`config.mk`:
```
export PLATFORM = sky130hd
export DESIGN_NAME = integer_string_parser_top
export DESIGN_NICKNAME = d
export VERILOG_FILES = /design/src/hdl/isp_pkg.sv /design/src/hdl/isp_step.sv /design/src/hdl/integer_string_parser_top.sv
export SDC_FILE = /design/constraint.sdc
export NUM_CORES = 1
export LEC_CHECK = 0
export ABC_AREA = 1
export CORE_ASPECT_RATIO = 1.75
export CORE_UTILIZATION = 40
export DETAILED_ROUTE_END_ITERATION = 6
export DONT_BUFFER_PORTS = 1
export PLACE_DENSITY = 0.62
export SLEW_MARGIN = 20
export SYNTH_ARGS = -nofsm -noshare
export SYNTH_HDL_FRONTEND = slang
export SYNTH_SLANG_ARGS = --single-unit
export TNS_END_PERCENT = 100
```
`constraint.sdc`:
```
create_clock -name clk -period 9.5 [get_ports clk]
set_input_delay 1.9 -clock clk [delete_from_list [all_inputs] [get_ports clk]]
set_output_delay 1.9 -clock clk [all_outputs]
set_load 0.05 [all_outputs]
```
`src/hdl/isp_pkg.sv`:
```
// ---------------------------------------------------------------------------
// isp_pkg
// shared types, codes and helpers for the integer string parser
// ---------------------------------------------------------------------------
package isp_pkg;

    localparam logic [1:0] PH_START  = 2'd0;
    localparam logic [1:0] PH_SIGNED = 2'd1;
    localparam logic [1:0] PH_ZERO   = 2'd2;
    localparam logic [1:0] PH_DIGITS = 2'd3;

    localparam logic [2:0] ST_OK       = 3'd0;
    localparam logic [2:0] ST_BADCHAR  = 3'd1;
    localparam logic [2:0] ST_NODIGITS = 3'd2;
    localparam logic [2:0] ST_RANGE    = 3'd3;
    localparam logic [2:0] ST_BADBASE  = 3'd4;

    localparam logic [1:0] REG_NUMBER_BASE   = 2'd0;
    localparam logic [1:0] REG_TARGET_WIDTH  = 2'd1;
    localparam logic [1:0] REG_TARGET_SIGNED = 2'd2;

    localparam logic [4:0] BASE_RESET  = 5'd10;
    localparam logic [1:0] WIDTH_RESET = 2'd3;

    localparam logic [7:0] CH_NUL   = 8'h00;
    localparam logic [7:0] CH_MINUS = 8'h2d;
    localparam logic [7:0] CH_PLUS  = 8'h2b;
    localparam logic [7:0] CH_ZERO  = 8'h30;
    localparam logic [7:0] CH_X     = 8'h78;
    localparam logic [7:0] CH_B     = 8'h62;

    localparam logic [4:0] BASE_TWO     = 5'd2;
    localparam logic [4:0] BASE_TEN     = 5'd10;
    localparam logic [4:0] BASE_SIXTEEN = 5'd16;
    localparam logic [4:0] BASE_AUTO    = 5'd0;

    typedef struct packed {
        logic [1:0]  phase;
        logic [63:0] acc;
        logic        neg;
        logic [4:0]  eb;
        logic        seen;
        logic [2:0]  status;
        logic [7:0]  bad;
    } parse_state_t;

    typedef struct packed {
        logic [4:0] number_base;
        logic [1:0] target_width;
        logic       target_signed;
    } cfg_t;

    typedef struct packed {
        logic [63:0] value;
        logic [2:0]  status;
        logic [7:0]  bad_character;
    } result_t;

    function automatic logic [7:0] lower_ascii(input logic [7:0] c);
        if (c >= 8'h41 && c <= 8'h5a)
            return c + 8'h20;
        return c;
    endfunction

    // value of a digit character, 16 when it is no digit at all
    function automatic logic [4:0] digit_of(input logic [7:0] c);
        logic [7:0] lc;
        lc = lower_ascii(c);
        if (c >= 8'h30 && c <= 8'h39)
            return 5'(c - 8'h30);
        if (lc >= 8'h61 && lc <= 8'h66)
            return 5'(lc - 8'h57);
        return 5'd16;
    endfunction

endpackage

```
`src/hdl/isp_step.sv`:
```
// ---------------------------------------------------------------------------
// isp_step
// next-state and result logic for one character of the string
// ---------------------------------------------------------------------------
module isp_step
    import isp_pkg::*;
(
    input  parse_state_t state,
    input  cfg_t         cfg,
    input  logic [7:0]   character,
    output parse_state_t state_next,
    output logic         emit,
    output result_t      result
);

    logic [63:0] umax;
    logic [63:0] lim;
    logic [4:0]  base;
    logic [4:0]  digit;
    logic [68:0] prod;
    logic [69:0] sum;
    logic        do_digit;
    logic        take_first;
    logic [7:0]  lc;
    logic [2:0]  fin;
    logic [2:0]  st_cur;

    always_comb
    begin
        case (cfg.target_width)
            2'd0:    umax = 64'h0000_0000_0000_00ff;
            2'd1:    umax = 64'h0000_0000_0000_ffff;
            2'd2:    umax = 64'h0000_0000_ffff_ffff;
            default: umax = 64'hffff_ffff_ffff_ffff;
        endcase
        if (cfg.target_signed)
            lim = (umax >> 1) + {63'b0, state.neg};
        else
            lim = umax;
    end

    always_comb
    begin
        state_next = state;
        emit       = 1'b0;
        result     = '0;
        do_digit   = 1'b0;
        take_first = 1'b0;
        fin        = ST_OK;
        lc         = lower_ascii(character);

        // base is sampled at the first byte of each string
        if (state.phase == PH_START && state.status == ST_OK)
        begin
            if (cfg.number_base inside {5'd1, [5'd17:5'd31]})
                state_next.status = ST_BADBASE;
            else
                state_next.eb = cfg.number_base;
        end
        st_cur = state_next.status;

        if (character == CH_NUL)
        begin
            fin = st_cur;
            if (fin == ST_OK && !state.seen)
                fin = ST_NODIGITS;
            else if (fin == ST_OK && !cfg.target_signed && state.neg)
                fin = ST_RANGE;
            else if (fin == ST_OK && state.acc > lim)
                fin = ST_RANGE;
            emit = 1'b1;
            result.status = fin;
            if (fin == ST_OK)
                result.value = state.neg ? (64'd0 - state.acc) : state.acc;
            if (fin == ST_BADCHAR)
                result.bad_character = state.bad;
            state_next        = '0;
            state_next.phase  = PH_START;
            state_next.status = ST_OK;
        end
        else if (st_cur != ST_OK)
        begin
            if (state.phase == PH_START)
                state_next.phase = PH_SIGNED;
        end
        else
        begin
            case (state.phase)
                PH_START:
                begin
                    if (character == CH_MINUS)
                    begin
                        state_next.neg   = 1'b1;
                        state_next.phase = PH_SIGNED;
                    end
                    else if (character == CH_PLUS)
                        state_next.phase = PH_SIGNED;
                    else
                        take_first = 1'b1;
                end
                PH_SIGNED:
                    take_first = 1'b1;
                PH_ZERO:
                begin
                    if (lc == CH_X && (state_next.eb == BASE_SIXTEEN
                                       || state_next.eb == BASE_AUTO))
                    begin
                        state_next.eb    = BASE_SIXTEEN;
                        state_next.seen  = 1'b0;
                        state_next.phase = PH_DIGITS;
                    end
                    else if (lc == CH_B && (state_next.eb == BASE_TWO
                                            || state_next.eb == BASE_AUTO))
                    begin
                        state_next.eb    = BASE_TWO;
                        state_next.seen  = 1'b0;
                        state_next.phase = PH_DIGITS;
                    end
                    else
                    begin
                        if (state_next.eb == BASE_AUTO)
                            state_next.eb = BASE_TEN;
                        state_next.phase = PH_DIGITS;
                        do_digit = 1'b1;
                    end
                end
                default:
                    do_digit = 1'b1;
            endcase

            if (take_first)
            begin
                if (character == CH_ZERO)
                begin
                    state_next.seen  = 1'b1;
                    state_next.phase = PH_ZERO;
                end
                else
                begin
                    if (state_next.eb == BASE_AUTO)
                        state_next.eb = BASE_TEN;
                    state_next.phase = PH_DIGITS;
                    do_digit = 1'b1;
                end
            end
        end

        base = (state_next.eb < BASE_TWO || state_next.eb > BASE_SIXTEEN)
               ? BASE_TEN : state_next.eb;
        digit = digit_of(character);
        prod  = {5'b0, state.acc} * {64'b0, base};
        sum   = {1'b0, prod} + {65'b0, digit};

        if (do_digit)
        begin
            if (digit >= base)
            begin
                state_next.status = ST_BADCHAR;
                state_next.bad    = character;
            end
            else if (sum > {6'b0, lim})
                state_next.status = ST_RANGE;
            else
            begin
                state_next.acc  = sum[63:0];
                state_next.seen = 1'b1;
            end
        end
    end

endmodule

```
`src/hdl/integer_string_parser_top.sv`:
```
// ---------------------------------------------------------------------------
// integer_string_parser_top
// parses a zero-terminated character stream into a typed integer
// ---------------------------------------------------------------------------
//  channel  | signals                            | transfer when
//  ---------+------------------------------------+-----------------------
//  input    | in_valid, in_ready, character      | in_valid & in_ready
//  result   | out_valid, out_ready, value,       | out_valid & out_ready
//           | status, bad_character              |
//  config   | cfg_write, cfg_index, cfg_data     | cfg_write
//
// one character per cycle: input register, one pass of digit logic
// (64x5 multiply, add and limit compare), result register.
// a result is registered once its terminator leaves the input register.
// input stalls only when a terminator meets a result still not taken.
// reset restores base 10, signed 64-bit target and an empty string.
// ---------------------------------------------------------------------------
module integer_string_parser_top
    import isp_pkg::*;
(
    input  logic        clk,
    input  logic        rst_n,
    input  logic        cfg_write,
    input  logic [1:0]  cfg_index,
    input  logic [4:0]  cfg_data,
    input  logic        in_valid,
    output logic        in_ready,
    input  logic [7:0]  character,
    output logic        out_valid,
    input  logic        out_ready,
    output logic [63:0] value,
    output logic [2:0]  status,
    output logic [7:0]  bad_character
);

    cfg_t         cfg_reg;
    parse_state_t state_reg;
    parse_state_t state_next;
    logic         in_valid_reg;
    logic [7:0]   char_reg;
    logic         out_valid_reg;
    result_t      result_reg;
    result_t      result_next;
    logic         emit;
    logic         advance;

    isp_step u_step
    (
        .state      (state_reg),
        .cfg        (cfg_reg),
        .character  (char_reg),
        .state_next (state_next),
        .emit       (emit),
        .result     (result_next)
    );

    assign advance  = in_valid_reg && !(emit && out_valid_reg && !out_ready);
    assign in_ready = !in_valid_reg || advance;

    always_ff @(posedge clk or negedge rst_n)
    begin
        if (!rst_n)
        begin
            cfg_reg.number_base   <= BASE_RESET;
            cfg_reg.target_width  <= WIDTH_RESET;
            cfg_reg.target_signed <= 1'b1;
        end
        else if (cfg_write)
        begin
            case (cfg_index)
                REG_NUMBER_BASE:   cfg_reg.number_base   <= cfg_data;
                REG_TARGET_WIDTH:  cfg_reg.target_width  <= cfg_data[1:0];
                REG_TARGET_SIGNED: cfg_reg.target_signed <= cfg_data[0];
                default:           cfg_reg <= cfg_reg;
            endcase
        end
    end

    always_ff @(posedge clk or negedge rst_n)
    begin
        if (!rst_n)
        begin
            in_valid_reg  <= 1'b0;
            out_valid_reg <= 1'b0;
            state_reg     <= '0;
        end
        else
        begin
            if (in_ready)
                in_valid_reg <= in_valid;
            if (advance)
                state_reg <= state_next;
            if (advance && emit)
                out_valid_reg <= 1'b1;
            else if (out_ready)
                out_valid_reg <= 1'b0;
        end
    end

    // payload registers
    always_ff @(posedge clk)
    begin
        if (in_ready && in_valid)
            char_reg <= character;
        if (advance && emit)
            result_reg <= result_next;
    end

    assign out_valid     = out_valid_reg;
    assign value         = result_reg.value;
    assign status        = result_reg.status;
    assign bad_character = result_reg.bad_character;

endmodule

```
Word-level counts from Yosys, hierarchy flattened
Cells that the tools add are included.
- $add $sub $neg: 6
- multipliers: 1
- $lt $le $gt $ge: 13
- equal/unequal tests: 18
- mux-type cells: 71
- reduce and logical (&&, ||, !) cells: 48
- operators with widths (kind ; number):
    $mux 64 ; 6
    $pmux 64 s3 ; 1
    $add 69x5->70 ; 1
    $gt 70x64->1 ; 1
    $mul 64x5->69 ; 1
    $add 63x1->64 ; 1
    $gt 64x64->1 ; 1
    $sub 1x64->64 const A ; 1
    $mux 5 ; 11
    $mux 6 ; 5
    $eq 8x6->1 const B ; 3
    $mux 1 ; 24
    $mux 3 ; 8
    $mux 8 ; 3
    $eq 8x7->1 const B ; 2
    $ge 8x7->1 const B ; 2
    $le 8x7->1 const B ; 2
    $logic_and 1x1->1 ; 16
    $mux 7 ; 2
    $mux 12 ; 1
    $mux 2 ; 6
    $mux 11 ; 1
    $logic_not 5->1 ; 2
    $reduce_and 2->1 ; 5
    30 further kinds ; 51
- flip-flop bits (word level): 177
- input port bits: 20
- output and inout port bits: 77
- logic and storage cells: 173

Longest topological paths before layout
Gate-level depths: netlist of the first run.
- depth after elaboration: 28
- mapped depth: 64

Hierarchy
A second synthesis of the first run with hierarchy kept.
- cells, all modules: 3605
- area, all modules: 25470.7 um^2
- modules (own cells, without submodules) (module ; instances ; cells each ; area an instance (um^2) ; sequential area each (um^2)):
    isp_step ; 1 ; 3111 ; 19253.5 ; 0.0
    integer_string_parser_top ; 1 ; 494 ; 6217.2 ; 4850.9

Worst setup path before layout of the first run
Ideal clock, no wire load.
- kind: flip-flop to flip-flop
- start: register char_reg[5]
- end: register state_reg[29] (netlist bit)
- setup time: 118 ps
- arrival: 7984 ps
- slack: 1398 ps
- stages on the path, launching flop included: 58
- buffers on the path: 3
- clock period less this slack: 8102 ps
- cell sequence: edfxtp_1 inv_2 ha_1 nand2_1 nor3_1 nand2_1 nand2_1 nand2_1 nand2_1 nand2_1 nor3_2 nand2_1 nand2_1 nand2_1 nand2_1 nand2_1 nand2_1 nand3_1 [... 22 more ...] xor2_1 inv_1 ha_1 nand4_1 or2_2 a21oi_1 nor2_1 nand2_1 nand2_1 nand2_1 nand2_1 a21oi_1 nor2_1 nand2_1 clkbuf_1 nand2_1 nand3_1 nand2_1
- word-level cells in the longest chain between the ends: 26
- elaborated cells on any way between the ends: 68
- classes of those cells: 3 x add/sub; 1 x mul; 10 x order compare; 5 x eq/ne; 37 x mux; 12 x reduce/logical
- ends and longest elaborated chain (what ; RTL line ; text):
    start: declaration ; integer_string_parser_top.sv:40 ; logic [7:0] char_reg;
    start signal: assignment ; integer_string_parser_top.sv:104 ; char_reg <= character;
    $ge 8x7->1 / $le 8x7->1 (equally long branches) ; isp_pkg.sv:60 ; if (c >= 8'h41 && c <= 8'h5a)
    $logic_and 1x1->1 ; isp_pkg.sv:60 ;
    $mux 1 ; isp_pkg.sv:60 ;
    $mux 8 ; isp_pkg.sv:62 ; return c;
    $eq 8x7->1 ; isp_step.sv:112 ; else if (lc == CH_B && (state_next.eb == BASE_TWO
    $logic_and 1x1->1 ; isp_step.sv:112 ;
    $mux 5 ; isp_step.sv:112 ;
    $mux 6 ; isp_step.sv:105 ; if (lc == CH_X && (state_next.eb == BASE_SIXTEEN
    [... 10 more ...] ; -- ;
    $logic_or 1x1->1 ; isp_step.sv:148 ; base = (state_next.eb < BASE_TWO || state_next.eb > BASE_SIXTEEN)
    $mux 5 ; isp_step.sv:149 ; ? BASE_TEN : state_next.eb;
    $mul 64x5->69 ; isp_step.sv:151 ; prod = {5'b0, state.acc} * {64'b0, base};
    $add 69x5->70 ; isp_step.sv:152 ; sum = {1'b0, prod} + {65'b0, digit};
    $gt 70x64->1 ; isp_step.sv:161 ; else if (sum > {6'b0, lim})
    $mux 64 ; isp_step.sv:161 ;
    $mux 64 ; isp_step.sv:156 ; if (digit >= base)
    $mux 64 ; isp_step.sv:154 ; if (do_digit)
    end signal: assignment ; integer_string_parser_top.sv:92 ; state_reg <= state_next;
    end: declaration ; integer_string_parser_top.sv:37 ; parse_state_t state_reg;
Several ways; a longest one is shown, not always the timed one. The select of a mux whose other input is x is not followed.
A chain may end at the register's enable or synchronous reset.

Worst setup path after layout of the first run
- start: register state_reg[9] (netlist bit)
- end: register state_reg[69] (netlist bit)
- word-level cells in the longest chain between the ends: 26
- elaborated cells on any way between the ends: 43
- classes of those cells: 1 x add/sub; 1 x mul; 4 x order compare; 2 x eq/ne; 25 x mux; 10 x reduce/logical
- ends and longest elaborated chain (what ; RTL line ; text):
    $logic_not 3->1 ; isp_step.sv:53 ; if (state.phase == PH_START && state.status == ST_OK)
    $logic_and 1x1->1 ; isp_step.sv:53 ;
    $mux 5 ; isp_step.sv:53 ;
    $eq 5x2->1 / $logic_not 5->1 (equally long branches) ; -- ;
    $logic_or 1x1->1 ; isp_step.sv:113 ; || state_next.eb == BASE_AUTO))
    $logic_and 1x1->1 ; isp_step.sv:112 ;
    $mux 5 ; isp_step.sv:112 ;
    $mux 6 ; isp_step.sv:105 ;
    [... 10 more ...] ; -- ;
    $logic_or 1x1->1 ; isp_step.sv:148 ;
    $mux 5 ; isp_step.sv:149 ;
    $mul 64x5->69 ; isp_step.sv:151 ;
    $add 69x5->70 ; isp_step.sv:152 ;
    $gt 70x64->1 ; isp_step.sv:161 ;
    $mux 64 ; isp_step.sv:161 ;
    $mux 64 ; isp_step.sv:156 ;
    $mux 64 (*) ; isp_step.sv:154 ;
Mark *: on every way between the ends. The rest lies on a longest branch, timed or not. The select of a mux whose other input is x is not followed.

==> results.json, run 1 <==
{
  "route.detailed.wl_per_inst_um": 19.7,
  "cts_tree": "done",
  "ant_nets": 0,
  "ys_ff_latch": 177,
  "clockBufferDepth": 2,
  "dp.cells": 4436,
  "arrival_ns": 9.47,
  "reg2reg_slack_ns": 0.41,
  "vias_per_cell": 5.36,
  "grt_antenna_before_repair": 0,
  "drt_wl_total_mm": 89.1,
  "postLayoutCoreUtil": 0.453,
  "fin_cells": 4517,
  "synth_cell_types": 54,
  "cts.sinks": 177,
  "intPower_w": 0.00390,
  "dr.pass1.iters": 6,
  "vias": 24200,
  "ios": 97,
  "hold_buffers": 0,
  "h-tree-depth": 4,
  "power_frac_clock": 0.090,
  "synthCells": 3693,
  "grtUsageTotal": 0.266,
  "row_count": 122,
  "reg2reg_from": "state_reg[9]",
  "synth_seq_area_share": 0.188,
  "crit_slowest_cell": "fa_1",
  "port_buffers": 0,
  "power_frac_comb": 0.781,
  "fin_crit_sh": 0.957,
  "hold_viol": 0,
  "slew_headroom": 0.238,
  "syn_nets": 4188,
  "route.detailed.drc": 0,
  "leakagePower_nw": 15.1,
  "cpPeakStageDelay_ns": 0.55,
  "cp_max_fo": 25,
  "rsz0062_at_grt": "yes",
  "outcome": "complete, no violations",
  "drive_gt1_frac": 0.0967,
  "floorplan.die_area_um2": 65400,
  "max-vdd-ir-drop_mv": 0.389,
  "synthFlopType": "dfrtp_1",
  "synthArstFlopShare": 0.531,
  "avgSynthCellArea_um2": 6.97,
  "reg2reg_to": "state_reg[69]",
  "nFillCells": 6545,
  "die_y_um": 338,
  "final_cell_mix": "nand2_1 (847), inv_1 (643), nor2_1 (442)",
  "clock_skew_ns": 0.0276,
  "synth_area_leader_cell": "fa_1",
  "start_util": 0.405,
  "drtIter0Drc": 1482,
  "netlist_area_um2": 25700,
  "ys_warn_count": 0,
  "layout_commonest_cell": "nand2_1",
  "swShare": 0.578,
  "clk_latency_ns": 0.49,
  "end_kind": "flop",
  "synth_area_leaders": "fa_1 (15%), ha_1 (14%), nand2_1 (13%)",
  "hold_start": "cfg_reg[3]",
  "design.core.area_um2": 63500,
  "r2r_cells": 51,
  "setup_viol": 0,
  "slew_viol_final": 0,
  "hp-class": "reg -> reg",
  "pwr-share-seq": 0.129,
  "clk_pin_slew_ns": 0.09,
  "switching_power_w": 0.00535,
  "cts_buffers": 17,
  "fp.dieW_um": 194,
  "crit_top_cell": "nand2_1",
  "cap_violations": 0,
  "tightest_slew_ns": 1.13,
  "hold_end": "cfg_reg[3]",
  "synth_edf_count": 83,
  "largest_register_ffs": 84,
  "startpoint_type": "flop",
  "synth_top_area_frac": 0.149,
  "grt_pass1_wl_mm": 134,
  "worst-setup-path-type": "reg -> reg",
  "globalRouteOverflowTotal": 0,
  "worstPathRequired_ns": 9.88,
  "place_hpwl_mm": 67.4,
  "nets": 4193,
  "synthToLayoutAreaGrowth_pct": 11.9,
  "cts_root_buf": "clkbuf_16",
  "fin_crit_ns": 9.09,
  "clock.fmax_mhz": 110,
  "diodes": 0,
  "grt_max_degree": 95,
  "grt_pass1_vias": 24600,
  "hold_depth": 2,
  "p_per_area_nw_per_um2": 321,
  "gp_congestion": 0.997
}
layer usage:
| layer | part of all wire | vias to the layer above | GRT usage |
|---|---|---|---|
| met5 | 0 | - | 0 |
| met3 | 0.041 | 311 | 0.0275 |
| met2 | 0.52 | 769 | 0.503 |
| li1 | - | 11600 | - |
| met4 | 0.081 | 0 | 0.193 |
| met1 | 0.36 | 11500 | 0.271 |
critical path, delay by kind of cell (launching register included):
kind	cells	cell delay (ns)
and+or+nand+nor	26	3.22
adders and majority gates	5	2.23
AOI/OAI and AO/OA	8	1.53
buffers and inverters	11	1.35
DFF	1	0.42
xor gates and xnor gates	1	0.23
worst max path at each step:
stage | startpoint | endpoint | slack (ns)
2_1_floorplan | char_reg[5] | state_reg[29] | 1.40
5_1_grt | char_reg[5] | state_reg[8] | -0.20
3_3_place_gp | char_reg[0] | state_reg[69] | -0.25
3_5_place_dp | char_reg[0] | state_reg[69] | -0.17
4_1_cts | char_reg[0] | state_reg[77] | 0.04
6_report | state_reg[9] | state_reg[69] | 0.41
Yosys cell counts (41+ instances only):
| master | n |
|---|---|
| a21oi_1 | 169 |
| clkbuf_1 | 87 |
| dfrtp_1 | 89 |
| edfxtp_1 | 83 |
| fa_1 | 191 |
| ha_1 | 284 |
| inv_1 | 648 |
| inv_2 | 60 |
| nand2_1 | 865 |
| nand3_1 | 189 |
| nand4_1 | 41 |
| nor2_1 | 459 |
| nor3_1 | 54 |
| o21ai_0 | 117 |
| xor2_1 | 87 |
kinds of logic (layout without fill, tap and decap cells):
family                   after synthesis  in the layout  share of synthesized area
AND/OR/NAND/NOR                     1692           1693                      0.274
flip-flops                           177            177                      0.188
adder cells (fa/ha/maj)              475            475                      0.287
XOR/XNOR                             106            106                     0.0361
AO/OA/AOI/OAI                        390            390                     0.0859
buffers and inverters                853            870                      0.129
per-stage QoR:
stage                     hold WS, ns  area (µm²)  worst slack, ns  power [W]  setup TNS [ns]
after floorplan                 0.453       25700             1.40    0.00528               0
after global placement          0.479       26900           -0.245    0.00752           -5.32
after detailed placement        0.473       26900           -0.165    0.00754           -1.89
after CTS                       0.492       27600           0.0395    0.00842               0
after global routing            0.512       28800           -0.202    0.00996           -5.84
final                           0.488       28800            0.412    0.00924               0
power by group through the flow:
| stage | Combinational (W) | Sequential, W | Clock [W] |
|---|---|---|---|
| floorplan | 0.00428 | 0.00100 | 0 |
| global route | 0.00788 | 0.00121 | 0.000868 |
| detailed placement | 0.00634 | 0.00120 | 0 |
| finish | 0.00722 | 0.00119 | 0.000834 |
| global placement | 0.00632 | 0.00120 | 0 |
| CTS | 0.00639 | 0.00118 | 0.000851 |
area by class of cell:
| class | instances | area [µm²] | share of cell area |
|---|---|---|---|
| tap | 806 | 1010 | 0.0350 |
| clock buffer | 17 | 425 | 0.0148 |
| sequential | 177 | 4850 | 0.169 |
| clock inverter | 15 | 213 | 0.00739 |
| timing repair buffer | 129 | 1440 | 0.0501 |
| multi-input combinational | 2664 | 18200 | 0.632 |
| inverter | 709 | 2660 | 0.0925 |
what timing repair did:
| action | 4_1_cts | 5_1_grt |
|---|---|---|
| pin swaps | 0 | 35 |
| cloned | 0 | 11 |
| endpoints found under the hold margin | 0 | 0 |
| setup endpoints to repair | 57 | 67 |
| resized for setup | 2 | 154 |
| buffers inserted | 0 | 38 |
Note: power is estimated with default switching activity, not from simulation.
==> run 2, diff against run 1 <==
--- a/config.mk
+++ b/config.mk
@@ -5,7 +5,6 @@
 export SDC_FILE = /design/constraint.sdc
 export NUM_CORES = 1
 export LEC_CHECK = 0
-export ABC_AREA = 1
 export CORE_ASPECT_RATIO = 1.75
 export CORE_UTILIZATION = 40
 export DETAILED_ROUTE_END_ITERATION = 6
==> results.json, run 2 <==
{
  "violations": "setup timing",
  "worstPathRequired_ns": 9.86,
  "globalRouteOverflowTotal": 0,
  "cp_max_fo": 14,
  "floorplan.die_area_um2": 60400,
  "crit_top_cell": "buf_4",
  "tightest_slew_ns": 1.02,
  "startpoint_type": "flop",
  "synthToLayoutAreaGrowth_pct": 25.9,
  "yosys.cell_count.top_type": "inv_1",
  "dr.pass1.iters": 6,
  "worst-setup-path-type": "reg -> reg",
  "synth_common_cells": "inv_1 (309), ha_1 (284), nand2_1 (252)",
  "clock.fmax_mhz": 99.8,
  "diodes": 0,
  "ys_ff_latch": 177,
  "final_cell_mix": "buf_4 (397), inv_1 (294), ha_1 (254)",
  "clk_pin_slew_ns": 0.09,
  "crit_slowest_cell": "or4_4",
  "grt_pass1_vias": 23400,
  "reg2reg_to": "state_reg[61]",
  "vias": 21400,
  "clock_skew_ns": 0.0243,
  "start_util": 0.407,
  "fp.dieW_um": 186,
  "design.core.area_um2": 58400,
  "ios": 97,
  "grt_pass1_wl_mm": 122,
  "synth_area_leader_cell": "fa_1",
  "row_count": 117,
  "hold_buffers": 0,
  "clk_latency_ns": 0.50,
  "cts_tree": "done",
  "clockBufferDepth": 2,
  "cts_root_buf": "clkbuf_16",
  "h-tree-depth": 4,
  "ant_nets": 0,
  "arrival_ns": 10.38,
  "slew_headroom": 0.316,
  "synthFlopType": "dfrtp_1",
  "synth_cell_types": 89,
  "reg2reg_slack_ns": -0.52,
  "hp-class": "reg -> reg",
  "grtUsageTotal": 0.260,
  "hold_viol": 0,
  "gp_congestion": 0.960,
  "drt_wl_total_mm": 76.6,
  "cpPeakStageDelay_ns": 0.58,
  "hold_end": "state_reg[0]",
  "synthCells": 2749,
  "fin_ws_ns": -0.519,
  "fin_crit_sh": 1.05,
  "grt_max_degree": 95,
  "drive_gt1_frac": 0.243,
  "reg2reg_from": "cfg_reg[5]",
  "r2r_cells": 43,
  "placed_area_um2": 27300,
  "layout_commonest_cell": "buf_4",
  "hold_depth": 2,
  "slew_viol_final": 0,
  "synth_top_area_frac": 0.161,
  "cap_violations": 0,
  "die_y_um": 324,
  "cts.sinks": 177,
  "ys_warn_count": 0,
  "fin_crit_ns": 10.02,
  "syn_nets": 3244,
  "port_buffers": 0,
  "grt_antenna_before_repair": 0,
  "setup_viol": 67,
  "avgSynthCellArea_um2": 8.64,
  "netlist_area_um2": 23700,
  "cts_buffers": 17,
  "synth_seq_area_share": 0.204,
  "fin_hold_ws_ns": 0.514,
  "synth_area_leaders": "fa_1 (16%), ha_1 (15%), edfxtp_1 (10%)",
  "largest_register_ffs": 84,
  "nets": 3550,
  "vias_per_cell": 5.57,
  "end_kind": "flop",
  "synth_edf_count": 83,
  "place_hpwl_mm": 57.2,
  "dp_slack_ns": -1.32,
  "drtIter0Drc": 1147,
  "final_cell_area_um2": 29900,
  "outcome": "finished, violations left",
  "rsz0062_at_grt": "yes",
  "synthArstFlopShare": 0.531,
  "route.detailed.wl_per_inst_um": 19.9,
  "route.detailed.drc": 0,
  "hold_start": "state_reg[0]"
}
[run 2: cell count changes in the layout (fill, tap and decap cells not counted), moves of 57 or more]
cell     before  now
nand2_1     847  241
inv_1       643  294
buf_4        92  397
nor2_1      442  157
and2_1        1  201
nand3_1     180   19
nor2b_1       0   79
nand4_1      41   98
[run 2: area by class of cell]
class                   count  area, µm²
fillers                  5353      28500
inverters                 309       1160
multi-input cells        2104      18500
clock inverters            15        200
flip-flops and latches    177       4850
clock buffers              17        425
repair buffers            446       3840
well taps                 773        967
[run 2: worst max path at each step]
stage                            start       endpoint  slack (ns)  depth (start not counted)
after global routing        cfg_reg[5]  state_reg[44]       -0.91                         46
after floorplan             cfg_reg[5]  state_reg[45]       0.006                         40
final                       cfg_reg[5]  state_reg[61]       -0.52                         43
after detailed placement    cfg_reg[5]  state_reg[45]       -1.32                         42
after global placement      cfg_reg[5]  state_reg[45]       -1.28                         43
after CTS                 state_reg[9]  state_reg[52]       -0.39                         43
[run 2: critical path, delay by kind of cell, from the launching register on]
| kind | cells | cell delay (ns) |
|---|---|---|
| AND/OR/NAND/NOR | 14 | 3.39 |
| adder cells (fa/ha/maj) | 5 | 2.03 |
| AO/OA/AOI/OAI | 11 | 2.02 |
| buffers and inverters | 10 | 1.31 |
| multiplexers | 2 | 0.58 |
| flip-flops | 1 | 0.45 |
| XOR/XNOR | 1 | 0.08 |
[run 2: metrics by stage]
step	std cells	TNS (ns)	util
2_1_floorplan	2749	0	-
3_3_place_gp	3732	-82.56	0.467
3_5_place_dp	3732	-85.35	0.467
4_1_cts	3828	-21.82	0.506
5_1_grt	3841	-57.10	0.512
6_report	3841	-30.62	0.512
[run 2: what timing repair did]
item                       in CTS  in global routing
setup endpoints to repair      67                 67
gates cloned                    8                  1
buffers inserted               57                 15
gates resized for setup       226                 61
pin swaps                     119                 45
[run 2: metal layers]
| layer | vias to the layer above | GRT usage | share of wire |
|---|---|---|---|
| li1 | 9917 | - | - |
| met5 | - | 0 | 0 |
| met1 | 10600 | 0.270 | 0.37 |
| met4 | 0 | 0.159 | 0.064 |
| met2 | 606 | 0.483 | 0.54 |
| met3 | 247 | 0.0332 | 0.035 |
[run 2: cells by family after synthesis]
group | count (synthesis) | share of synthesized area
simple gates | 956 | 0.211
compound gates | 517 | 0.137
fa+ha+maj | 475 | 0.311
buf+inv | 468 | 0.0763
flops | 177 | 0.204
xor+xnor | 124 | 0.0461
mux | 32 | 0.0146
Power of run 2 is left out: the tool's default activity adds up to more than one toggle a clock period on the data nets, which glitch-free logic cannot reach.
